--- src/hw/rtl/gh_pkg.sv ---
package gh_pkg;

  // grid geometry
  localparam int unsigned COL_W    = 8;               // column index bits (256 columns)
  localparam int unsigned ROW_W    = 10;              // row index bits (1024 rows)
  localparam int unsigned COLS_W   = 9;               // grid_cols register width
  localparam int unsigned ROWS_W   = 11;              // grid_rows register width
  localparam int unsigned SMP_W    = 16;              // sample width
  localparam int unsigned CFG_W    = 11;              // config data width
  localparam int unsigned SUM_W    = 21;              // signed sum of 16 samples
  localparam int unsigned MAG_W    = 20;              // magnitude of that sum
  localparam int unsigned CNT_W    = 5;               // tap count 0..16
  localparam int unsigned ADDR_W   = COL_W + 2;       // line store address
  localparam int unsigned QDEPTH   = 4;
  localparam int unsigned QPTR_W   = 2;

  localparam logic [COLS_W-1:0] MAX_COLS = 9'd256;
  localparam logic [ROWS_W-1:0] MAX_ROWS = 11'd1024;

  // register indexes
  localparam logic REG_GRID_COLS = 1'b0;
  localparam logic REG_GRID_ROWS = 1'b1;

  // effective grid size
  typedef struct packed {
    logic [COLS_W-1:0] cols;
    logic [ROWS_W-1:0] rows;
  } grid_t;

  // one accepted sample with the results it triggers
  // jobs[0] (r-1,c-1), jobs[1] (r-1,c), jobs[2] (r,c-1), jobs[3] (r,c)
  typedef struct packed {
    logic signed [SMP_W-1:0] val;
    logic [ROW_W-1:0]        row;
    logic [COL_W-1:0]        col;
    logic [3:0]              jobs;
  } entry_t;

endpackage

--- src/hw/rtl/gh_fifo.sv ---
module gh_fifo (
  input  logic           clk,
  input  logic           rst,
  input  logic           push,
  input  gh_pkg::entry_t push_data,
  output logic           full,
  input  logic           pop,
  output gh_pkg::entry_t pop_data,
  output logic           empty
);
  import gh_pkg::*;

  entry_t            slots [QDEPTH];
  logic [QPTR_W-1:0] wr_ptr;
  logic [QPTR_W-1:0] rd_ptr;
  logic [QPTR_W:0]   fill;

  assign full     = (fill == (QPTR_W+1)'(QDEPTH));
  assign empty    = (fill == '0);
  assign pop_data = slots[rd_ptr];

  // storage
  always_ff @(posedge clk) begin
    if (push) begin
      slots[wr_ptr] <= push_data;
    end
  end

  // pointers and fill level
  always_ff @(posedge clk) begin
    if (rst) begin
      wr_ptr <= '0;
      rd_ptr <= '0;
      fill   <= '0;
    end else begin
      if (push) wr_ptr <= wr_ptr + 1'b1;
      if (pop)  rd_ptr <= rd_ptr + 1'b1;
      if (push && !pop)      fill <= fill + 1'b1;
      else if (pop && !push) fill <= fill - 1'b1;
    end
  end

endmodule

--- config.mk ---
export PLATFORM = sky130hd
export DESIGN_NAME = gh_fifo
export DESIGN_NICKNAME = d
export VERILOG_FILES = /design/src/hw/rtl/gh_pkg.sv /design/src/hw/rtl/gh_fifo.sv
export SDC_FILE = /design/constraint.sdc
export NUM_CORES = 1
export LEC_CHECK = 0
export ABC_AREA = 1
export BUFFER_PORTS_ARGS = -buffer_cell sky130_fd_sc_hd__buf_2
export CAP_MARGIN = 20
export CORE_MARGIN = 5
export CORE_UTILIZATION = 25
export CTS_BUF_LIST = sky130_fd_sc_hd__clkbuf_8 sky130_fd_sc_hd__clkbuf_16
export DETAILED_ROUTE_END_ITERATION = 8
export PLACE_DENSITY = 0.52
export SYNTH_ARGS = -nofsm -noshare
export SYNTH_HDL_FRONTEND = slang
export SYNTH_SLANG_ARGS = --single-unit
--- constraint.sdc ---
create_clock -name clk -period 2.5 [get_ports clk]
set_clock_uncertainty 0.2 [all_clocks]
set_input_delay 0 -clock clk [delete_from_list [all_inputs] [get_ports clk]]
set_output_delay 0 -clock clk [all_outputs]
set_load 0.05 [all_outputs]
# Word level (Yosys, flattened, before mapping)
# Memories as Yosys holds them, arrays and structs flattened. A register that Yosys moved wholly into a read port is not among the register bits.
# Index checks and enable logic that the tools add are counted.
# totals
register_bits	7
mem_bits_rw	152
inputBits	42
word_cells	21
n_memories	1
# classes
n_addsub	4
eq_ne	1
muxes	6
n_reduce_logical	6
# memory_table
name	depth	word_bits	read_ports	rd_ports_with_merged_regs	wr	line	text
slots	4	38	1	1	1	gh_fifo.sv:13	entry_t slots [QDEPTH];
# op_table
op	count
3-bit two-way mux	2
2-bit by 1-bit adder with 2-bit output, second input constant	2
2-bit two-way mux	2
3-bit by 1-bit adder with 3-bit output, second input constant	1
3-bit equality test, second input constant	1
3-bit logical NOT	1
3-bit by 1-bit subtractor with 3-bit output, second input constant	1
1-bit logical AND	2
1-bit logical NOT	2
1-bit two-way mux	2
2-bit nonzero test	1

# Logic depth before layout (Yosys ltp)
# depth
word_depth	4
depth_mapped	10

# Least setup slack after synthesis
# OpenSTA, ideal clock, no wires.
# synth_timing
path_kind	register -> register
from	reg wr_ptr[0]
to	mem slots[2][0] (netlist bit) (enable)
setup_time_ps	393
t_arrival_ps	1337
t_required_ps	1907
setup_slack_ps	571
path_stages_with_launch	5
n_path_buf	0
synth_period_minus_slack_ps	1929
path_cell_list	dfxtp_1 -> inv_1 -> ha_1 -> nand2_1 -> inv_1
# synth_lines
item	line	text
from (decl)	gh_fifo.sv:14	logic [QPTR_W-1:0] wr_ptr;
from (signal assigned)	gh_fifo.sv:36	if (push) wr_ptr <= wr_ptr + 1'b1;
to (decl)	gh_fifo.sv:13	
# No word-level cell before the write port.

==> metrics.cfg <==
[critical_path]
reg2reg_to = slots[1][27]
path_class = reg2out
arrival_ns = 2.15
crit_chain = inv_2 > buf_4 > o21ai_0 > o22ai_1 > buf_2
crit_fanout = 20
regToRegStartpoint = wr_ptr[1]
crit_required_ns = 2.30
rrSetupSlack_ns = 0.77
cp-end-kind = output pin
cpPeakStageDelay_ns = 0.37
crit_end = pop_data[29]
reg2regPathDepth = 5
startpoint_type = register
cp_slowest_cell = o22ai_1

[logic_synthesis]
netlist_area_um2 = 6080
ys_types = 21
seq_area_frac_synth_pct = 78.0
yosysWarnings = 0
synth_fp_nets = 474
syn_area_per_cell_um2 = 14.3
synth-seq-cells = 161
netlist_instances = 426

[sta]
post-route-period-util_pct = 94.1
fin_tns_setup_ns = 0
hold_violations = 0
setup_violations = 0
setup_ws_ns = 0.149
slew_headroom_pct = 68.6
worst_slew_pin_slew_ns = 0.470
slew_violations = 0
rsz0062_at_grt = false
clock.fmax_mhz = 425
layout_min_cycle_time_ns = 2.35

[min_path]
hp-class = in2reg

[global_routing]
grt_antenna_before_repair = 1
grt_max_degree = 77
grtUsageTotal_pct = 10.3
grt_pass1_wl_mm = 22.3
overflow = 0
grt_pass1_vias = 3995

[drt]
avgRoutedWirePerCell_um = 15.7
vias = 3794
dr.pass1.iters = 4
first_iter_violations = 253
postRouteWirelength_mm = 14.1
drc_errors = 0
viasPerCell = 4.24
postRouteAntennaNets = 0

[clock_tree]
cts_num_sinks = 161
clockBufferDepth = 2
numCtsBuffers = 17
clkLatencyLatePin_ns = 0.42
clk_pin_slew_ns = 0.06
tritoncts = yes
post-cts-setup-buffer-count = 0
cts_root_buffer = clkbuf_16
htree_levels = 4

[placement]
dp_hpwl_mm = 8.61
routabilityCongestion = 0.685
placed_cell_area_um2 = 6900
portBuffers = 81
place_ws_ns = 0.642
place_inst = 819

[die]
core_area_um2 = 24200
die_h_um = 166
start_util_pct = 25.2
io_pins = 82
num_rows = 57
die-area_um2 = 27600
die_w_um = 166

[cells_and_area]
fin_cells = 894
nNetsFinal = 604
nFillCells = 2386
syn_to_final_growth_pct = 29.2
postLayoutCellArea_um2 = 7860
layout-drive-gt1-share_pct = 23.2

[power]
peakVddDrop_mv = 0.496
p_per_area_nw_per_um2 = 813
p_leak_nw = 2.78

[run_status]
outcome = complete, no violations

[run]
drv_cap = 0

metal layers:
layer / vias up / GRT usage, % / share of wire, %
met3: 8 / 3.57 / 4.6
met1: 1869 / 13.5 / 48
met2: 81 / 16.4 / 47
met5: - / 0 / 0
met4: 0 / 2.94 / 0.68
li1: 1836 / - / -
cells by family (layout without fill, tap and decap cells):
family / after synthesis / in the layout / synth area share [%]
xor+xnor: 1 / 1 / 0.144
fa+ha+maj: 6 / 6 / 1.36
other cells: 0 / 1 / 0
buf+inv: 41 / 184 / 3.74
compound gates: 122 / 122 / 10.8
flops: 161 / 161 / 78.0
simple gates: 95 / 95 / 5.96
cells in the mapped netlist:
| cell | count | area share, % |
|---|---|---|
| inv_1 | 15 | 0.93 |
| inv_2 | 2 | 0.12 |
| buf_2 | 4 | 0.33 |
| a21oi_1 | 3 | 0.25 |
| ha_1 | 5 | 1.0 |
| o21ai_0 | 73 | 6.0 |
| dfxtp_1 | 9 | 3.0 |
| nand4_1 | 1 | 0.10 |
| clkbuf_2 | 4 | 0.33 |
| edfxtp_1 | 152 | 75 |
| nor2_1 | 82 | 5.1 |
| xor2_1 | 1 | 0.14 |
| o22ai_1 | 38 | 3.9 |
| fa_1 | 1 | 0.33 |
| clkbuf_1 | 5 | 0.31 |
| nor3_1 | 2 | 0.16 |
| nand2_1 | 9 | 0.56 |
| o21ai_1 | 8 | 0.66 |
| nand3_1 | 1 | 0.082 |
| buf_4 | 5 | 0.62 |
| buf_6 | 6 | 1.1 |
registers in the layout, indices dropped and copies added, names as in the netlist, named ones only:
| signal | cells |
|---|---|
| fill | 3 |
| rd_ptr | 2 |
| slots | 152 |
| wr_ptr | 2 |
cells in the final DEF, fill, tap and decap left out, types with 2 or more instances in the layout:
master	n
inv_2	6
o22ai_1	38
ha_1	5
edfxtp_1	152
clkbuf_16	17
nor3_1	2
clkinvlp_4	4
o21ai_1	8
buf_2	80
a21oi_1	3
nand2_1	9
dfxtp_2	2
inv_6	6
buf_12	6
buf_4	7
o21ai_0	73
dlygate4sd3_1	42
inv_1	12
clkinv_2	3
dfxtp_1	7
nor2_1	82
report_power, final:
group	internal, mW	total [mW]	switching (mW)
combinational	0.251	0.928	0.677
sequential	3.08	3.11	0.0334
clock	1.28	2.35	1.07
final cells by class:
class	count	area (um^2)	area share, %
clock inverter	15	110	1.40
tap	324	405	5.16
antenna	1	2.50	0.0318
inverter	17	63.8	0.812
clock buffer	17	425	5.41
sequential	161	4750	60.4
timing repair buffer	135	993	12.6
multi-input combinational	224	1110	14.2
worst min path at each step:
stage	from	to	slack (ns)	depth (start not counted)
2_1_floorplan	rst	fill[0]	-0.13	1
3_3_place_gp	rst	fill[0]	-0.02	2
3_5_place_dp	rst	fill[0]	-0.02	2
4_1_cts	push_data[26]	slots[0][26]	0.13	2
5_1_grt	push_data[19]	slots[3][19]	0.13	2
6_report	push_data[7]	slots[0][7]	0.13	2
stage by stage:
step           total power [mW]  utilization [%]  hold slack [ns]
2_1_floorplan              3.77                -           -0.128
3_3_place_gp               4.04             28.5          -0.0180
3_5_place_dp               4.06             28.5          -0.0156
4_1_cts                    6.45             32.5            0.128
5_1_grt                    6.63             32.5            0.133
6_report                   6.39             32.5            0.135
timing repair:
action                                 CTS  global route
resized for setup                        0             0
endpoints found under the hold margin  162             0
hold buffers                            42             0
setup endpoints to repair                0             0
worst max-delay path, delay by kind of cell (launching register included):
| family | cells | cell delay, ns |
|---|---|---|
| AOI/OAI and AO/OA | 2 | 0.48 |
| buffers and inverters | 3 | 0.91 |
| DFF | 1 | 0.34 |
Note: power is estimated with default switching activity, not from simulation.
