==> src/hw/rtl/gh_pkg.sv <==
package gh_pkg;

  // grid geometry
  localparam int unsigned COL_W    = 8;               // column index bits (256 columns)
  localparam int unsigned ROW_W    = 10;              // row index bits (1024 rows)
  localparam int unsigned COLS_W   = 9;               // grid_cols register width
  localparam int unsigned ROWS_W   = 11;              // grid_rows register width
  localparam int unsigned SMP_W    = 16;              // sample width
  localparam int unsigned CFG_W    = 11;              // config data width
  localparam int unsigned SUM_W    = 21;              // signed sum of 16 samples
  localparam int unsigned MAG_W    = 20;              // magnitude of that sum
  localparam int unsigned CNT_W    = 5;               // tap count 0..16
  localparam int unsigned ADDR_W   = COL_W + 2;       // line store address
  localparam int unsigned QDEPTH   = 4;
  localparam int unsigned QPTR_W   = 2;

  localparam logic [COLS_W-1:0] MAX_COLS = 9'd256;
  localparam logic [ROWS_W-1:0] MAX_ROWS = 11'd1024;

  // register indexes
  localparam logic REG_GRID_COLS = 1'b0;
  localparam logic REG_GRID_ROWS = 1'b1;

  // effective grid size
  typedef struct packed {
    logic [COLS_W-1:0] cols;
    logic [ROWS_W-1:0] rows;
  } grid_t;

  // one accepted sample with the results it triggers
  // jobs[0] (r-1,c-1), jobs[1] (r-1,c), jobs[2] (r,c-1), jobs[3] (r,c)
  typedef struct packed {
    logic signed [SMP_W-1:0] val;
    logic [ROW_W-1:0]        row;
    logic [COL_W-1:0]        col;
    logic [3:0]              jobs;
  } entry_t;

endpackage

==> src/hw/rtl/gh_front.sv <==
module gh_front (
  input  logic                      clk,
  input  logic                      rst,
  input  logic                      cfg_we,
  input  logic                      cfg_index,
  input  logic [gh_pkg::CFG_W-1:0]  cfg_data,
  input  logic                      in_valid,
  output logic                      in_ready,
  input  logic signed [15:0]        height_sample,
  input  logic                      q_full,
  output logic                      q_push,
  output gh_pkg::entry_t            q_data,
  output gh_pkg::grid_t             grid
);
  import gh_pkg::*;

  logic [COLS_W-1:0] grid_cols;
  logic [ROWS_W-1:0] grid_rows;
  logic [ROW_W-1:0]  row_pos;
  logic [COL_W-1:0]  col_pos;
  logic              end_row;
  logic              last_row;
  logic              not_first_col;
  logic              not_first_row;
  logic signed [SMP_W-1:0] neg_val;

  // effective size: zero acts as one, above the maximum clamps
  always_comb begin
    if (grid_cols == '0)          grid.cols = COLS_W'(1);
    else if (grid_cols > MAX_COLS) grid.cols = MAX_COLS;
    else                           grid.cols = grid_cols;
    if (grid_rows == '0)          grid.rows = ROWS_W'(1);
    else if (grid_rows > MAX_ROWS) grid.rows = MAX_ROWS;
    else                           grid.rows = grid_rows;
  end

  // negate with saturation of the most negative code
  assign neg_val = (height_sample == {1'b1, {(SMP_W-1){1'b0}}}) ?
                   {1'b0, {(SMP_W-1){1'b1}}} : -height_sample;

  assign end_row       = (({1'b0, col_pos} + COLS_W'(1)) >= grid.cols);
  assign last_row      = (({1'b0, row_pos} + ROWS_W'(1)) >= grid.rows);
  assign not_first_col = (col_pos != '0);
  assign not_first_row = (row_pos != '0);

  assign in_ready = !q_full;
  assign q_push   = in_valid && in_ready;

  // classify the sample by the results it completes
  always_comb begin
    q_data.val     = neg_val;
    q_data.row     = row_pos;
    q_data.col     = col_pos;
    q_data.jobs[0] = not_first_row && not_first_col;
    q_data.jobs[1] = not_first_row && end_row;
    q_data.jobs[2] = last_row && not_first_col;
    q_data.jobs[3] = last_row && end_row;
  end

  // config registers and raster position
  always_ff @(posedge clk) begin
    if (rst) begin
      grid_cols <= COLS_W'(256);
      grid_rows <= ROWS_W'(256);
      row_pos   <= '0;
      col_pos   <= '0;
    end else if (cfg_we) begin
      unique case (cfg_index)
        REG_GRID_COLS: grid_cols <= cfg_data[COLS_W-1:0];
        REG_GRID_ROWS: grid_rows <= cfg_data[ROWS_W-1:0];
        default: ;
      endcase
      row_pos <= '0;
      col_pos <= '0;
    end else if (q_push) begin
      if (end_row) begin
        col_pos <= '0;
        row_pos <= last_row ? '0 : row_pos + 1'b1;
      end else begin
        col_pos <= col_pos + 1'b1;
      end
    end
  end

endmodule

==> config.mk <==
export PLATFORM = sky130hd
export DESIGN_NAME = gh_front
export DESIGN_NICKNAME = d
export VERILOG_FILES = /design/src/hw/rtl/gh_pkg.sv /design/src/hw/rtl/gh_front.sv
export SDC_FILE = /design/constraint.sdc
export NUM_CORES = 1
export LEC_CHECK = 0
export ABC_AREA = 1
export BUFFER_PORTS_ARGS = -buffer_cell sky130_fd_sc_hd__buf_2
export CORE_MARGIN = 5
export CORE_UTILIZATION = 47
export CTS_CLUSTER_DIAMETER = 40
export CTS_CLUSTER_SIZE = 12
export DETAILED_ROUTE_END_ITERATION = 8
export PLACE_DENSITY = 0.78
export SLEW_MARGIN = 20
export SYNTH_ARGS = -nofsm -noshare
export SYNTH_HDL_FRONTEND = slang
export SYNTH_SLANG_ARGS = --single-unit
export TNS_END_PERCENT = 20
==> constraint.sdc <==
create_clock -name clk -period 6.25 [get_ports clk]
set_input_delay 0.3125 -clock clk [delete_from_list [all_inputs] [get_ports clk]]
set_output_delay 0.3125 -clock clk [all_outputs]
set_load 0.02 [all_outputs]
Word-level counts from Yosys, hierarchy flattened. Index checks and enable logic that the tools add are counted.

Register bits after elaboration: 38. Output and inout port bits: 60.

Add/sub/neg operators: 5. Order comparisons: 4. Eq/ne operators: 1. Mux-type cells: 7. Bitwise operators: 1. Reductions and logical operators: 14.

Operator list (number): 11-bit 2-to-1 mux (2); 9-bit 2-to-1 mux (2); 16-bit equality test, second input constant (1); 16-bit 2-to-1 mux (1); 16-bit negator (1); 10-bit by 1-bit adder with 11-bit output, second input constant (1); 11-bit greater-or-equal comparator (1); 11-bit greater-than comparator, second input constant (1); 11-bit zero test (1); 10-bit by 1-bit adder with 10-bit output, second input constant (1); 10-bit 2-to-1 mux (1); 10-bit nonzero test (1); 8-bit by 1-bit adder with 9-bit output, second input constant (1); 9-bit greater-or-equal comparator (1); 9-bit greater-than comparator, second input constant (1); 9-bit zero test (1); 8-bit by 1-bit adder with 8-bit output, second input constant (1); 8-bit 2-to-1 mux (1); 8-bit nonzero test (1); 2-bit AND reduction (3); 1-bit logical AND (5); 2-bit OR reduction (1); 1-bit zero test (1); 1-bit NOT (1).

Logic depth before layout (Yosys ltp).
Word-level depth: 5. Gate-level depth with buffers: 20.

Worst setup path after synthesis. Ideal clock, no wire load.

Kind: flip-flop to output port. From: register grid_rows[1]. To: output q_data[2] (netlist bit). Arrival time: 2461 ps. Data required time: 5938 ps. Slack: 3476 ps. Cell stages (with the launch flop): 17. Path buffers: 1. Cell sequence: dfxtp_1 -> inv_1 -> nand4_1 -> nor3_1 -> nor2_2 -> nor2_1 -> inv_1 -> ha_1 -> nand2_1 -> nor2_1 -> nand2_1 -> nor2_1 -> nor2_1 -> nand2_1 -> buf_2 -> inv_1 -> nor2_1.

RTL lines: start: declaration (line gh_front.sv:18) `logic [ROWS_W-1:0] grid_rows;`; start signal: assignment (line gh_front.sv:70) `REG_GRID_ROWS: grid_rows <= cfg_data[ROWS_W-1:0];`; end: declaration (line gh_front.sv:12) `output gh_pkg::entry_t q_data,`.

==> results.json <==
{
  "p_leak_nw": 2.174,
  "crit_slowest_cell": "dfxtp_1",
  "outcome": "complete, no violations",
  "grt_pass1_wl_mm": 14.51,
  "synth_top_area_frac": 0.2389,
  "synth_fa_ha_area_frac": 0.09823,
  "holdWs_ns": 0.2822,
  "power.total_mw": 0.6268,
  "hold_path.class": "in -> reg",
  "critPathLaunchType": "register",
  "place.gp.congestion": 0.9325,
  "final_cells": 701,
  "clk_path_buf_depth": 2,
  "yosys-top-cells-area": "dfxtp_1, nand2_1, inv_1",
  "synthMuxAreaShare": 0,
  "ys_async_sr_fraction": 0,
  "dp_cells": 693,
  "floorplan.die.width_um": 92.31,
  "seqPwrFrac": 0.408,
  "p_int_mw": 0.4204,
  "placed_cell_area_mm2": 0.003687,
  "ys_seq_area_frac": 0.2389,
  "post-route-drc-count": 0,
  "ys_ff_latch": 38,
  "cts_hold_buffers": 0,
  "cpPeakStageDelay_ns": 0.49,
  "cts_made_buffers": 5,
  "ir_worst_vdd_v": 0.00008099,
  "tightest_slew_ns": 0.6089,
  "slew_violations": 0,
  "cpMostUsedCell": "nor2_1",
  "drive_gt1_frac": 0.2174,
  "die-area_mm2": 0.008521,
  "dp_hpwl_mm": 7.091,
  "num-fill-cells": 660,
  "crit_family": "simple AND/OR/NAND/NOR gates",
  "synth_edf_count": 0,
  "finalInstanceArea_mm2": 0.003796,
  "yosys_warnings": 0,
  "synth_fp_nets": 590,
  "grt_overflow": 0,
  "crit_chain": "ha_1, nand2_1, nor2_1, inv_1, o21ai_1, inv_1, ha_1, nand2_1, nor2_1, nand2_1, nor2_1, nor2_1, nand2_1, inv_1, nor2_1, buf_2",
  "multiInputGateArea_mm2": 0.001934,
  "cts_root_buffer": "clkbuf_8",
  "synth.avg_cell_area_um2": 5.986,
  "rows": 30,
  "first_iter_violations": 118,
  "worst-path-buf-inv": 4,
  "cts_tree": "built",
  "period_share": 0.5224,
  "initial_core_util": 0.4766,
  "gr-usage-all-layers": 0.2033,
  "syn_area_mm2": 0.003184,
  "antenna_found_initial": 0,
  "p_sw_frac": 0.3292,
  "end_kind": "output port",
  "cts_resized": 0,
  "final_core_util": 0.5682,
  "maxCapViolCount": 0,
  "hold_viol": 0,
  "core_region_area_mm2": 0.006681,
  "crit_fanout": 11,
  "drtPass1Iterations": 5,
  "required_ns": 5.94,
  "synth_top_cell_by_area": "dfxtp_1",
  "ys_types": 29,
  "grt_max_degree": 23,
  "slew_headroom": 0.5931,
  "yosys.area_share.simple": 0.3898,
  "grt_pass1_vias": 3224,
  "path_clk_slew_ns": 0.08,
  "synth_cells": 532,
  "viasPerCell": 5.026,
  "cts_max_level": 2,
  "pre_cts_slack_ns": 3.360,
  "area_growth_pct": 19.21,
  "combPwrFrac": 0.254,
  "fin_crit_ns": 3.265,
  "fin_tns_setup_ns": 0,
  "power_density_mw_per_mm2": 165.1,
  "post-synth-top-count-cell": "nand2_1",
  "worst_slack_ns": 2.985,
  "synth_common_cells": "nand2_1, inv_1, nor2_1",
  "clock_sinks": 38,
  "worstPathArrival_ns": 2.95,
  "p_switching_mw": 0.2064,
  "diodes": 0,
  "nets": 678,
  "rsz0062_at_grt": "false",
  "ant_nets": 0,
  "path_class": "reg -> out",
  "worstSkewPairLatency_ns": 0.30,
  "ys.flop_type": "dfxtp_1",
  "drt_wl_total_mm": 8.694,
  "regArea_um2": 760.7,
  "post_drt_wl_per_cell_um": 12.40,
  "post_cts_buffers": 0,
  "vias": 3523,
  "p_clk_frac": 0.338,
  "synth_top_family_by_area": "simple AND/OR/NAND/NOR gates",
  "synth_compound_area_frac": 0.09745,
  "die_h_um": 92.31,
  "setup_viol": 0,
  "portBuffers": 92,
  "max_clock_freq_mhz": 306.3,
  "io_pins": 93,
  "synthXorXnorAreaFrac": 0.02200,
  "clock_skew_ns": 0.01109
}
## cells by family after synthesis
group,Yosys count
AO/OA/AOI/OAI,61
flip-flops,38
buffers and inverters,125
XOR/XNOR,8
AND/OR/NAND/NOR,275
adder cells (fa/ha/maj),25
## sequential cells by signal (all words and copies together), names as in the netlist
name       count
row_pos       10
grid_rows     11
grid_cols      9
col_pos        8
## cell usage in the layout, fill, tap and decap left out
cell / Yosys / routed
or2_2: 2 / 2
inv_1: 104 / 104
nor3_2: 2 / 2
o21ai_1: 2 / 2
nand4_1: 18 / 18
nor3_4: 1 / 1
nor2_1: 87 / 87
xor2_1: 7 / 7
clkinv_2: 0 / 2
nand2_1: 113 / 113
nor3_1: 4 / 4
xnor2_1: 1 / 1
o21ai_0: 24 / 24
nor2_4: 2 / 2
nand3b_1: 1 / 1
a21oi_1: 33 / 33
nand2_2: 7 / 7
nand3_2: 7 / 7
inv_2: 8 / 8
dfxtp_1: 38 / 38
nand3_1: 23 / 23
clkinv_1: 1 / 1
ha_1: 25 / 25
buf_4: 1 / 1
o211ai_1: 2 / 2
nor2_2: 5 / 5
clkbuf_8: 0 / 5
bufinv_16: 0 / 1
buf_2: 1 / 92
nor4_1: 3 / 3
## power groups by stage
stage	sequential (mW)	clock (mW)	combinational, mW
after floorplan	0.262	0	0.107
after global routing	0.257	0.223	0.178
after detailed placement	0.262	0	0.158
after CTS	0.256	0.215	0.159
after global placement	0.261	0	0.154
final	0.256	0.212	0.159
## worst paths after layout
check / startpoint / to / slack [ns] / cells past startpoint
min: cfg_data[8] / grid_cols[8] / 0.28 / 3
max: row_pos[0] / q_data[3] / 2.98 / 16
max reg2reg: row_pos[0] / row_pos[6] / 3.61 / 18
min reg2reg: grid_rows[3] / grid_rows[3] / 0.48 / 2
## metal layers
layer / up-vias / GRT usage / wire [um]
li1: 1824 / - / -
met1: 1562 / 0.2626 / 3801
met2: 130 / 0.3583 / 4180
met3: 7 / 0.03412 / 633
met4: 0 / 0.03589 / 78
met5: - / 0 / 0
## worst min-delay path, stage by stage
cell	delay (ns)
buf_2	0.10
nand2_1	0.05
o211ai_1	0.07
## area by class of cell
class / count / share of cell area
Tap cell: 80 / 0.02637
Sequential cell: 38 / 0.2004
Timing Repair Buffer: 93 / 0.1233
Clock buffer: 5 / 0.01813
Multi-Input combinational cell: 369 / 0.5096
Clock inverter: 3 / 0.01055
Inverter: 113 / 0.1117
No activity file was read; power rests on OpenSTA's default activity.
